### src/rtl/core/sha_pkg.sv
`timescale 1ns / 1ps
// Shared constants, types and round functions for the SHA-256 compression unit.
package sha_pkg;

  localparam int HashWords  = 8;
  localparam int BlockWords = 16;
  localparam int Rounds     = 64;
  localparam int QueueDepth = 4;

  localparam logic [31:0] INIT_HASH [HashWords] = '{
    32'h6a09e667, 32'hbb67ae85, 32'h3c6ef372, 32'ha54ff53a,
    32'h510e527f, 32'h9b05688c, 32'h1f83d9ab, 32'h5be0cd19
  };

  localparam logic [31:0] ROUND_K [Rounds] = '{
    32'h428a2f98, 32'h71374491, 32'hb5c0fbcf, 32'he9b5dba5,
    32'h3956c25b, 32'h59f111f1, 32'h923f82a4, 32'hab1c5ed5,
    32'hd807aa98, 32'h12835b01, 32'h243185be, 32'h550c7dc3,
    32'h72be5d74, 32'h80deb1fe, 32'h9bdc06a7, 32'hc19bf174,
    32'he49b69c1, 32'hefbe4786, 32'h0fc19dc6, 32'h240ca1cc,
    32'h2de92c6f, 32'h4a7484aa, 32'h5cb0a9dc, 32'h76f988da,
    32'h983e5152, 32'ha831c66d, 32'hb00327c8, 32'hbf597fc7,
    32'hc6e00bf3, 32'hd5a79147, 32'h06ca6351, 32'h14292967,
    32'h27b70a85, 32'h2e1b2138, 32'h4d2c6dfc, 32'h53380d13,
    32'h650a7354, 32'h766a0abb, 32'h81c2c92e, 32'h92722c85,
    32'ha2bfe8a1, 32'ha81a664b, 32'hc24b8b70, 32'hc76c51a3,
    32'hd192e819, 32'hd6990624, 32'hf40e3585, 32'h106aa070,
    32'h19a4c116, 32'h1e376c08, 32'h2748774c, 32'h34b0bcb5,
    32'h391c0cb3, 32'h4ed8aa4a, 32'h5b9cca4f, 32'h682e6ff3,
    32'h748f82ee, 32'h78a5636f, 32'h84c87814, 32'h8cc70208,
    32'h90befffa, 32'ha4506ceb, 32'hbef9a3f7, 32'hc67178f2
  };

  typedef struct packed {
    logic [31:0] word;
    logic        first_blk;
    logic        final_blk;
  } word_entry_t;

  typedef struct packed {
    logic        valid;
    word_entry_t entry;
  } q_push_t;

  typedef struct packed {
    logic full;
    logic empty;
  } q_status_t;

  function automatic logic [31:0] big_sigma0(input logic [31:0] x);
    big_sigma0 = {x[1:0], x[31:2]} ^ {x[12:0], x[31:13]} ^ {x[21:0], x[31:22]};
  endfunction

  function automatic logic [31:0] big_sigma1(input logic [31:0] x);
    big_sigma1 = {x[5:0], x[31:6]} ^ {x[10:0], x[31:11]} ^ {x[24:0], x[31:25]};
  endfunction

  function automatic logic [31:0] small_sigma0(input logic [31:0] x);
    small_sigma0 = {x[6:0], x[31:7]} ^ {x[17:0], x[31:18]} ^ {3'b000, x[31:3]};
  endfunction

  function automatic logic [31:0] small_sigma1(input logic [31:0] x);
    small_sigma1 = {x[16:0], x[31:17]} ^ {x[18:0], x[31:19]} ^ {10'd0, x[31:10]};
  endfunction

endpackage

### src/rtl/core/sha_if.sv
`timescale 1ns / 1ps
// Valid/ready channel interfaces for message words and digest words.
interface sha_in_if;
  logic        valid;
  logic        ready;
  logic [31:0] message_word;
  logic        first_block;
  logic        final_block;

  modport source (output valid, message_word, first_block, final_block, input ready);
  modport sink   (input valid, message_word, first_block, final_block, output ready);
endinterface

interface sha_out_if;
  logic        valid;
  logic        ready;
  logic [31:0] digest_word;
  logic [2:0]  word_number;
  logic        last_word;

  modport source (output valid, digest_word, word_number, last_word, input ready);
  modport sink   (input valid, digest_word, word_number, last_word, output ready);
endinterface

### src/rtl/core/sha_front.sv
`timescale 1ns / 1ps
// Input front end: counts words within a block and tags block-level flags.
module sha_front (
  input  logic                clk,
  input  logic                rst_n,
  sha_in_if.sink              in_chan,
  input  sha_pkg::q_status_t  q_status,
  output sha_pkg::q_push_t    q_push
);

  logic [3:0] word_count_r;
  logic [3:0] word_count_nxt;
  logic       accept;

  assign in_chan.ready = !q_status.full;
  assign accept        = in_chan.valid && in_chan.ready;

  // first_block counts on word 0 only, final_block on word 15 only
  always_comb begin
    q_push.valid           = accept;
    q_push.entry.word      = in_chan.message_word;
    q_push.entry.first_blk = in_chan.first_block && (word_count_r == 4'd0);
    q_push.entry.final_blk = in_chan.final_block && (word_count_r == 4'd15);
    word_count_nxt         = accept ? word_count_r + 4'd1 : word_count_r;
  end

  always_ff @(posedge clk) begin
    if (!rst_n) begin
      word_count_r <= 4'd0;
    end else begin
      word_count_r <= word_count_nxt;
    end
  end

endmodule

### src/rtl/core/sha_queue.sv
`timescale 1ns / 1ps
// Small first-word-fall-through queue between the front end and the round engine.
module sha_queue #(
  parameter int Depth = sha_pkg::QueueDepth
) (
  input  logic                 clk,
  input  logic                 rst_n,
  input  sha_pkg::q_push_t     q_push,
  output sha_pkg::q_status_t   q_status,
  input  logic                 q_pop,
  output sha_pkg::word_entry_t q_head
);

  localparam int IdxW = (Depth > 1) ? $clog2(Depth) : 1;
  localparam int CntW = $clog2(Depth + 1);

  sha_pkg::word_entry_t mem_r [Depth];
  logic [IdxW-1:0] wr_ptr_r, wr_ptr_nxt;
  logic [IdxW-1:0] rd_ptr_r, rd_ptr_nxt;
  logic [CntW-1:0] count_r, count_nxt;
  logic            push_ok;
  logic            pop_ok;

  assign q_status.full  = (count_r == CntW'(Depth));
  assign q_status.empty = (count_r == '0);
  assign push_ok        = q_push.valid && !q_status.full;
  assign pop_ok         = q_pop && !q_status.empty;
  assign q_head         = mem_r[rd_ptr_r];

  always_comb begin
    wr_ptr_nxt = wr_ptr_r;
    rd_ptr_nxt = rd_ptr_r;
    if (push_ok) begin
      wr_ptr_nxt = (wr_ptr_r == IdxW'(Depth - 1)) ? '0 : wr_ptr_r + 1'b1;
    end
    if (pop_ok) begin
      rd_ptr_nxt = (rd_ptr_r == IdxW'(Depth - 1)) ? '0 : rd_ptr_r + 1'b1;
    end
    case ({push_ok, pop_ok})
      2'b10:   count_nxt = count_r + 1'b1;
      2'b01:   count_nxt = count_r - 1'b1;
      default: count_nxt = count_r;
    endcase
  end

  always_ff @(posedge clk) begin
    if (!rst_n) begin
      wr_ptr_r <= '0;
      rd_ptr_r <= '0;
      count_r  <= '0;
    end else begin
      wr_ptr_r <= wr_ptr_nxt;
      rd_ptr_r <= rd_ptr_nxt;
      count_r  <= count_nxt;
    end
  end

  always_ff @(posedge clk) begin
    if (push_ok) begin
      mem_r[wr_ptr_r] <= q_push.entry;
    end
  end

  a_count_bound: assert property (@(posedge clk) disable iff (!rst_n)
    count_r <= CntW'(Depth))
    else $error("queue occupancy above depth");

  a_push_grows: assert property (@(posedge clk) disable iff (!rst_n)
    (push_ok && !pop_ok) |=> (count_r == $past(count_r) + 1'b1))
    else $error("queue count missed a push");

endmodule

### src/rtl/core/sha_back.sv
`timescale 1ns / 1ps
// Round engine: message schedule, 64 rounds, hash update and digest readout.
module sha_back (
  input  logic                 clk,
  input  logic                 rst_n,
  input  sha_pkg::word_entry_t q_head,
  input  sha_pkg::q_status_t   q_status,
  output logic                 q_pop,
  sha_out_if.source            out_chan
);

  typedef enum logic [3:0] {
    S_LOAD = 4'b0001,
    S_RUN  = 4'b0010,
    S_ADD  = 4'b0100,
    S_OUT  = 4'b1000
  } state_t;

  state_t      state_r, state_nxt;
  logic [6:0]  cnt_r, cnt_nxt;
  logic [2:0]  idx_r, idx_nxt;
  logic        final_r, final_nxt;
  logic [31:0] hash_r  [sha_pkg::HashWords];
  logic [31:0] v_r     [sha_pkg::HashWords];
  logic [31:0] w_r     [sha_pkg::BlockWords];
  logic [31:0] wk_r;
  logic [31:0] wt;
  logic [31:0] t1;
  logic [31:0] t2;
  logic        in_msg;
  logic        step;
  logic        do_sched;
  logic        do_round;
  logic        load_go;

  assign in_msg   = (cnt_r < 7'd16);
  assign step     = (state_r == S_RUN) && (!in_msg || !q_status.empty);
  assign do_sched = step && (cnt_r < 7'd64);
  assign do_round = step && (cnt_r != 7'd0);
  assign q_pop    = step && in_msg;
  assign load_go  = (state_r == S_LOAD) && !q_status.empty;

  assign wt = in_msg ? q_head.word
                     : w_r[0] + sha_pkg::small_sigma0(w_r[1]) + w_r[9]
                       + sha_pkg::small_sigma1(w_r[14]);

  assign t1 = v_r[7] + sha_pkg::big_sigma1(v_r[4])
              + ((v_r[4] & v_r[5]) ^ (~v_r[4] & v_r[6])) + wk_r;
  assign t2 = sha_pkg::big_sigma0(v_r[0])
              + ((v_r[0] & v_r[1]) ^ (v_r[0] & v_r[2]) ^ (v_r[1] & v_r[2]));

  always_comb begin
    state_nxt = state_r;
    cnt_nxt   = cnt_r;
    idx_nxt   = idx_r;
    final_nxt = final_r;
    unique case (state_r)
      S_LOAD: begin
        if (load_go) begin
          cnt_nxt   = 7'd0;
          state_nxt = S_RUN;
        end
      end
      S_RUN: begin
        if (step) begin
          cnt_nxt = cnt_r + 7'd1;
          if (cnt_r == 7'd15) begin
            final_nxt = q_head.final_blk;
          end
          if (cnt_r == 7'd64) begin
            state_nxt = S_ADD;
          end
        end
      end
      S_ADD: begin
        idx_nxt   = 3'd0;
        state_nxt = final_r ? S_OUT : S_LOAD;
      end
      S_OUT: begin
        if (out_chan.ready) begin
          idx_nxt = idx_r + 3'd1;
          if (idx_r == 3'd7) begin
            state_nxt = S_LOAD;
          end
        end
      end
      default: state_nxt = S_LOAD;
    endcase
  end

  always_ff @(posedge clk) begin
    if (!rst_n) begin
      state_r <= S_LOAD;
      cnt_r   <= 7'd0;
      idx_r   <= 3'd0;
      final_r <= 1'b0;
      for (int k = 0; k < sha_pkg::HashWords; k++) begin
        hash_r[k] <= sha_pkg::INIT_HASH[k];
      end
    end else begin
      state_r <= state_nxt;
      cnt_r   <= cnt_nxt;
      idx_r   <= idx_nxt;
      final_r <= final_nxt;
      if (load_go && q_head.first_blk) begin
        for (int k = 0; k < sha_pkg::HashWords; k++) begin
          hash_r[k] <= sha_pkg::INIT_HASH[k];
        end
      end else if (state_r == S_ADD) begin
        for (int k = 0; k < sha_pkg::HashWords; k++) begin
          hash_r[k] <= hash_r[k] + v_r[k];
        end
      end
    end
  end

  // schedule runs one step ahead of the rounds; wk_r carries W[t] + K[t]
  always_ff @(posedge clk) begin
    if (do_sched) begin
      for (int k = 0; k < sha_pkg::BlockWords - 1; k++) begin
        w_r[k] <= w_r[k+1];
      end
      w_r[sha_pkg::BlockWords-1] <= wt;
      wk_r <= wt + sha_pkg::ROUND_K[cnt_r[5:0]];
    end
  end

  always_ff @(posedge clk) begin
    if (load_go) begin
      for (int k = 0; k < sha_pkg::HashWords; k++) begin
        v_r[k] <= q_head.first_blk ? sha_pkg::INIT_HASH[k] : hash_r[k];
      end
    end else if (do_round) begin
      v_r[7] <= v_r[6];
      v_r[6] <= v_r[5];
      v_r[5] <= v_r[4];
      v_r[4] <= v_r[3] + t1;
      v_r[3] <= v_r[2];
      v_r[2] <= v_r[1];
      v_r[1] <= v_r[0];
      v_r[0] <= t1 + t2;
    end
  end

  assign out_chan.valid       = (state_r == S_OUT);
  assign out_chan.digest_word = hash_r[idx_r];
  assign out_chan.word_number = idx_r;
  assign out_chan.last_word   = (idx_r == 3'd7);

  a_pop_in_msg: assert property (@(posedge clk) disable iff (!rst_n)
    q_pop |-> ((state_r == S_RUN) && (cnt_r < 7'd16)))
    else $error("queue popped outside message load");

  a_final_to_out: assert property (@(posedge clk) disable iff (!rst_n)
    ((state_r == S_ADD) && final_r) |=> ((state_r == S_OUT) && (idx_r == 3'd0)))
    else $error("final block did not start digest readout");

  a_hash_hold_out: assert property (@(posedge clk) disable iff (!rst_n)
    ((state_r == S_OUT) && $past(state_r == S_OUT)) |-> $stable(hash_r[0]))
    else $error("chaining hash changed during readout");

endmodule

### src/rtl/core/sha256_block_compression_unit.sv
`timescale 1ns / 1ps
// Top level of the SHA-256 block compression unit.
//
//   channel   | dir | payload                                   | transaction
//   in_chan   | in  | message_word, first_block, final_block    | one message word
//   out_chan  | out | digest_word, word_number, last_word       | one digest word
//
// In the round engine a block takes one load, 65 schedule/round steps (one
// round per cycle while not waiting on the queue, schedule one step ahead) and
// one hash add; a final block adds 8 readout beats.
// Reset loads the initial hash values and empties the word queue.
// Words are taken while the queue has room; the engine waits on an empty queue
// during the first 16 steps; digest words hold until out_chan.ready.
module sha256_block_compression_unit #(
  parameter int QueueDepth = sha_pkg::QueueDepth
) (
  input  logic      clk,
  input  logic      rst_n,
  sha_in_if.sink    in_chan,
  sha_out_if.source out_chan
);

  sha_pkg::q_push_t     q_push;
  sha_pkg::q_status_t   q_status;
  sha_pkg::word_entry_t q_head;
  logic                 q_pop;

  sha_front u_front (
    .clk      (clk),
    .rst_n    (rst_n),
    .in_chan  (in_chan),
    .q_status (q_status),
    .q_push   (q_push)
  );

  sha_queue #(
    .Depth (QueueDepth)
  ) u_queue (
    .clk      (clk),
    .rst_n    (rst_n),
    .q_push   (q_push),
    .q_status (q_status),
    .q_pop    (q_pop),
    .q_head   (q_head)
  );

  sha_back u_back (
    .clk      (clk),
    .rst_n    (rst_n),
    .q_head   (q_head),
    .q_status (q_status),
    .q_pop    (q_pop),
    .out_chan (out_chan)
  );

endmodule
### src/flat_wrapper.sv
// flat-port wrapper written by rule: the top's interface ports become plain ports
module sha256_block_compression_unit_flat 
#(
  parameter int QueueDepth = sha_pkg::QueueDepth
)
  (clk, rst_n, in_chan_valid, in_chan_message_word, in_chan_first_block, in_chan_final_block, in_chan_ready, out_chan_valid, out_chan_digest_word, out_chan_word_number, out_chan_last_word, out_chan_ready);
  sha_in_if in_chan_i ();
  sha_out_if out_chan_i ();
  input  logic clk;
  input  logic rst_n;
  input wire logic [$bits(in_chan_i.valid)-1:0] in_chan_valid;
  input wire logic [$bits(in_chan_i.message_word)-1:0] in_chan_message_word;
  input wire logic [$bits(in_chan_i.first_block)-1:0] in_chan_first_block;
  input wire logic [$bits(in_chan_i.final_block)-1:0] in_chan_final_block;
  output wire logic [$bits(in_chan_i.ready)-1:0] in_chan_ready;
  output wire logic [$bits(out_chan_i.valid)-1:0] out_chan_valid;
  output wire logic [$bits(out_chan_i.digest_word)-1:0] out_chan_digest_word;
  output wire logic [$bits(out_chan_i.word_number)-1:0] out_chan_word_number;
  output wire logic [$bits(out_chan_i.last_word)-1:0] out_chan_last_word;
  input wire logic [$bits(out_chan_i.ready)-1:0] out_chan_ready;
  assign in_chan_i.valid = in_chan_valid;
  assign in_chan_i.message_word = in_chan_message_word;
  assign in_chan_i.first_block = in_chan_first_block;
  assign in_chan_i.final_block = in_chan_final_block;
  assign in_chan_ready = in_chan_i.ready;
  assign out_chan_valid = out_chan_i.valid;
  assign out_chan_digest_word = out_chan_i.digest_word;
  assign out_chan_word_number = out_chan_i.word_number;
  assign out_chan_last_word = out_chan_i.last_word;
  assign out_chan_i.ready = out_chan_ready;
  sha256_block_compression_unit #(.QueueDepth(QueueDepth)) u_core (.clk(clk), .rst_n(rst_n), .in_chan(in_chan_i), .out_chan(out_chan_i));
endmodule
### config.mk
export PLATFORM = sky130hd
export DESIGN_NAME = sha256_block_compression_unit_flat
export DESIGN_NICKNAME = d
export VERILOG_FILES = /design/src/rtl/core/sha_pkg.sv /design/src/rtl/core/sha_if.sv /design/src/rtl/core/sha_front.sv /design/src/rtl/core/sha_queue.sv /design/src/rtl/core/sha_back.sv /design/src/rtl/core/sha256_block_compression_unit.sv /design/src/flat_wrapper.sv
export SDC_FILE = /design/constraint.sdc
export NUM_CORES = 2
export LEC_CHECK = 0
export ABC_CLOCK_PERIOD_IN_PS = 48100
export BUFFER_PORTS_ARGS = -buffer_cell sky130_fd_sc_hd__buf_4
export CAP_MARGIN = 20
export CORE_MARGIN = 4
export CORE_UTILIZATION = 35
export CTS_BUF_LIST = sky130_fd_sc_hd__clkbuf_8
export CTS_CLUSTER_DIAMETER = 60
export DETAILED_ROUTE_END_ITERATION = 8
export SYNTH_ARGS = -nofsm -noshare
export SYNTH_HDL_FRONTEND = slang
export SYNTH_SLANG_ARGS = --single-unit
### constraint.sdc
create_clock -name clk -period 48.1 [get_ports clk]
set_input_delay 9.62 -clock clk [delete_from_list [all_inputs] [get_ports clk]]
set_output_delay 9.62 -clock clk [all_outputs]
set_load 0.005 [all_outputs]
After elaboration in Yosys (flattened, before gate mapping)
Memory sizes are Yosys's and may differ from the RTL's. A register that Yosys moved wholly into a read port is not among the register bits.
Cells that the tools add are included.
- bitwise operators: 42
- reductions and logical operators: 25
- add/sub/neg operators: 25
- order comparisons: 3
- eq/ne operators: 18
- multiplexer cells: 71
- operators with widths (cell ; number):
    32-bit 2-to-1 mux ; 35
    32-bit adder ; 18
    32-bit XOR ; 9
    32-bit bitwise AND ; 5
    32-bit inverter ; 1
    32-bit by 22-bit XOR with 32-bit output ; 1
    32-bit by 29-bit XOR with 32-bit output ; 1
    4-bit 2-to-1 mux ; 6
    1-bit OR ; 24
    1-bit 2-to-1 mux ; 17
    4-bit case mux with 4 select lines ; 1
    7-bit 2-to-1 mux ; 2
    7-bit case mux with 2 select lines ; 1
    3-bit case mux with 2 select lines ; 2
    1-bit logical AND ; 11
    3-bit 2-to-1 mux ; 3
    4-bit equality test (second input constant) ; 2
    2-bit 2-to-1 mux ; 4
    7-bit by 1-bit adder with 7-bit output (second input constant) ; 1
    7-bit by 4-bit equality test with 1-bit output (second input constant) ; 1
    7-bit equality test (second input constant) ; 1
    7-bit >= comparator (second input constant) ; 1
    7-bit by 5-bit less-than comparator with 1-bit output (second input constant) ; 1
    7-bit less-than comparator (second input constant) ; 1
    other kinds (22) ; 35
- bits in read-only memories: 2048
- output and inout bits: 38
- bits in writable memories: 1160
- logic and storage cells: 198
- register bits after elaboration: 58
- memories kept: 5
- bits of input ports: 38
- memory list (memory ; words ; bits a word ; rd ports ; clocked after Yosys merged registers in ; wr ports ; RTL line ; source):
    (name not given) ; 64 ; 32 ; 1 ; 0 ; 0 ; sha_back.sv:124 ; wk_r <= wt + sha_pkg::ROUND_K[cnt_r[5:0]];
    u_core.u_back.w_r ; 16 ; 32 ; 16 ; 0 ; 16 ; sha_back.sv:25 ; logic [31:0] w_r [sha_pkg::BlockWords];
    u_core.u_back.hash_r ; 8 ; 32 ; 9 ; 1 ; 8 ; sha_back.sv:23 ; logic [31:0] hash_r [sha_pkg::HashWords];
    u_core.u_back.v_r ; 8 ; 32 ; 8 ; 0 ; 8 ; sha_back.sv:24 ; logic [31:0] v_r [sha_pkg::HashWords];
    u_core.u_queue.mem_r ; 4 ; 34 ; 1 ; 1 ; 1 ; sha_queue.sv:17 ; sha_pkg::word_entry_t mem_r [Depth];

Logic depth before layout (Yosys ltp)
- depth after elaboration: 9
- depth in mapped cells: 33
- gate-level depth less buffers: 32

Cells and area by module
From an unflattened synthesis, not the netlist that was laid out.
- cells, all modules: 6721
- area total of the unflattened synthesis: 74491.4 um2
- modules (own cells, without submodules) (module ; times used ; area each (um2) ; cells an instance ; sequential area each (um2)):
    sha_back ; 1 ; 68564.5 ; 6430 ; 31750.5
    sha_queue ; 1 ; 5449.0 ; 234 ; 4264.1
    sha_front ; 1 ; 478.0 ; 57 ; 80.1

Worst setup path before layout
OpenSTA, ideal clock, no wires.
- path kind: register to register
- from: reg u_core.u_back.state_r[3]
- to: mem u_core.u_back.w_r[0][0], enable pin
- cell stages (with the launch flop): 5
- setup slack: 23230 ps
- data arrival time: 23406 ps
- clock period less this slack: 24870 ps
- setup time: 1465 ps
- required time: 46635 ps
- cells stage by stage: dfxtp_1 > nor2_1 > nand3b_1 > a21o_1 > nor2_1
- RTL lines (item ; RTL line ; source):
    start: declaration ; sha_back.sv:19 ; state_t state_r, state_nxt;
    start signal: assignment ; sha_back.sv:101 ; state_r <= state_nxt;
    end: declaration ; sha_back.sv:25 ;

==> flow_metrics.tcl <==
set metrics [dict create \
    outcome "completed" \
    grt_pass1_wl_um 333000 \
    post-cts-setup-buffers 0 \
    crit_buf_inv 2 \
    core_area_um2 208000 \
    p_leak_nw 29.5 \
    cp_slowest_cell "buf_4" \
    ys_ff_latch 1223 \
    clkLatencyLatePin_ps 990 \
    period_share_pct 28.1 \
    grt.total_usage_pct 20.2 \
    drive_above_1_share_pct 9.37 \
    drv_slew 0 \
    antenna_found_initial 5 \
    nFillCells 20200 \
    cpMostUsedCell "buf_4" \
    antenna_left 0 \
    mostFrequentLayoutCell "edfxtp_1" \
    final.min_clock_period_ps 13540 \
    worstPathMaxFanout 38 \
    cp_top_family "buffers and inverters" \
    synth_fp_nets 7232 \
    fmax_ghz 0.0739 \
    syn_area_um2 73400 \
    synth.top_cells.by_area "edfxtp_1 47%, ha_1 7.3%, fa_1 4.6%, xnor2_1 4.5%, nand2_1 3.9%" \
    synth_top_area_cell "edfxtp_1" \
    ctsResizeCount 0 \
    worstPathRequired_ps 38480 \
    crit_type "reg2out" \
    row_count 167 \
    finalWirelength_um 225000 \
    crit_chain "buf_4 > mux4_2 > o21ai_0 > buf_4" \
    clock-skew-final_ps 97.8 \
    syn_to_final_growth_pct 10.9 \
    grt_pass1_vias 51000 \
    holdWs_ps 380 \
    cts_num_sinks 1223 \
    syn_inst 6597 \
    drt_iter0_drc 5719 \
    power_density_nw_per_um2 55.2 \
    cts_made_buffers 211 \
    wl_per_cell_um 23.3 \
    cts_htree_levels 4 \
    worstSetupEndpointType "primary output" \
    timing.slew.headroom_pct 23.5 \
    multi_input_area_um2 34900 \
    async_reset_ff_share_pct 0 \
    start_util_pct 35.3 \
    yosysSeqAreaShare_pct 49.2 \
    cp_slowest_stage_delay_ps 820 \
    max_cap_viol_count 0 \
    synthFlopType "edfxtp_1" \
    die_area_um2 217000 \
    yosysTopAreaCellShare_pct 47.4 \
    worst_pin_slew_ps 1150 \
    dpl.hpwl_um 161000 \
    cp-start-kind "flop" \
    clockBufferDepth 3 \
    grt.overflow.total 0 \
    port_buffers 75 \
    cts-root-buf "clkbuf_8" \
    dr.pass1.iters 8 \
    synth_edf_count 1160 \
    tns_ps 0 \
    pin_count 76 \
    rsz0062_at_grt "false" \
    vdd_drop_max_v 0.0000888 \
    hold_path.class "reg2reg" \
    nets 7311 \
    ys_types 87 \
    cts_tree "yes" \
    die_y_um 466 \
    cts_hold_buf 0 \
    clkTransAtPathRegs_ps 60 \
    final_cell_mix "1160 x edfxtp_1, 756 x nand2_1, 457 x inv_1, 454 x o21ai_0, 430 x ha_1" \
    die_w_um 466 \
    cp_data_arrival_time_ps 3920 \
    yosysWarnings 0 \
    vias_per_cell 5.46 \
    grt_max_degree 165 \
    drc_errors 0 \
    vias 52600 \
    hold_violations 0 \
    routabilityCongestion 0.958 \
    setup_viol 0 \
    register_area_um2 36100 \
    syn_area_per_cell_um2 11.1 \
]
stage by stage:
step | instance area, µm² | setup slack [ps] | power (mW) | utilization (%) | std cells
after detailed placement | 77200 | 35480 | 3.52 | 37.1 | 9250
after global routing | 81500 | 34300 | 4.82 | 39.2 | 9645
after global placement | 77200 | 35440 | 3.48 | 37.1 | 9250
after floorplan | 73400 | 23230 | 2.98 | - | 6597
after CTS | 81400 | 34420 | 4.50 | 39.2 | 9641
final | 81500 | 34560 | 4.50 | 39.2 | 9646
flip-flops by register name, indices dropped and copies added, names as in the netlist, named ones only:
signal                              flops
u_core.u_back.cnt_r                     7
u_core.u_back.final_r                   1
u_core.u_back.hash_r                  256
u_core.u_back.out_chan.word_number      3
u_core.u_back.state_r                   4
u_core.u_back.v_r                     256
u_core.u_back.w_r                     512
u_core.u_back.wk_r                     32
u_core.u_front.word_count_r             4
u_core.u_queue.count_r                  3
u_core.u_queue.mem_r                  136
u_core.u_queue.rd_ptr_r                 2
u_core.u_queue.wr_ptr_r                 2
worst paths after layout:
check,start,end,slack (ps),depth (start not counted)
setup / recovery,flop,out_chan_digest_word[1],34560,4
hold / removal,u_core.u_back.w_r[0][147],u_core.u_back.w_r[0][115],380,0
setup reg to reg,u_core.u_back.v_r[0][154],u_core.u_back.v_r[0][31],38910,32
hold reg to reg,u_core.u_back.w_r[0][147],u_core.u_back.w_r[0][115],380,0
power by group:
part           total, mW  internal [mW]  switching [mW]
registers           1.26           1.22          0.0449
clock network      0.955          0.487           0.467
logic               2.28          0.932            1.35
total               4.50           2.64            1.86
logic make-up after synthesis:
| kind of cell | after synthesis | share of synthesized area [%] |
|---|---|---|
| DFF | 1223 | 49.2 |
| and+or+nand+nor | 1757 | 10.7 |
| AOI/OAI and AO/OA | 1587 | 13.5 |
| adders and majority gates | 602 | 11.9 |
| muxes | 175 | 4.22 |
| buffers and inverters | 672 | 3.44 |
| xor gates and xnor gates | 581 | 6.95 |
synthesized netlist by cell type, drive strengths merged (45+ instances only):
library cell,n
nand2b,61
and3,46
o21a,61
inv,383
nand2,761
nor3,114
xor2,204
mux4,102
ha,430
clkbuf,259
nor2b,68
nor2,346
edfxtp,1160
o21bai,45
a211oi,54
dfxtp,63
a21o,221
xnor2,376
a21oi,404
a31oi,66
mux2,55
nand3,213
o21ai,475
fa,167
cell type report:
type,count,area share (%)
diodes,4,0.0123
flip-flops and latches,1223,44.3
inverters,384,1.77
multi-input cells,4702,42.9
well taps,2788,4.28
clock inverters,171,1.51
repair buffers,154,1.51
clock buffers,220,3.72
metal layers:
| metal | global-route usage (%) | part of all wire [%] |
|---|---|---|
| met5 | 0 | 0 |
| met4 | 6.18 | 3.0 |
| met3 | 3.98 | 7.7 |
| met2 | 31.0 | 44 |
| met1 | 29.0 | 45 |
No activity file was read; power rests on OpenSTA's default activity.
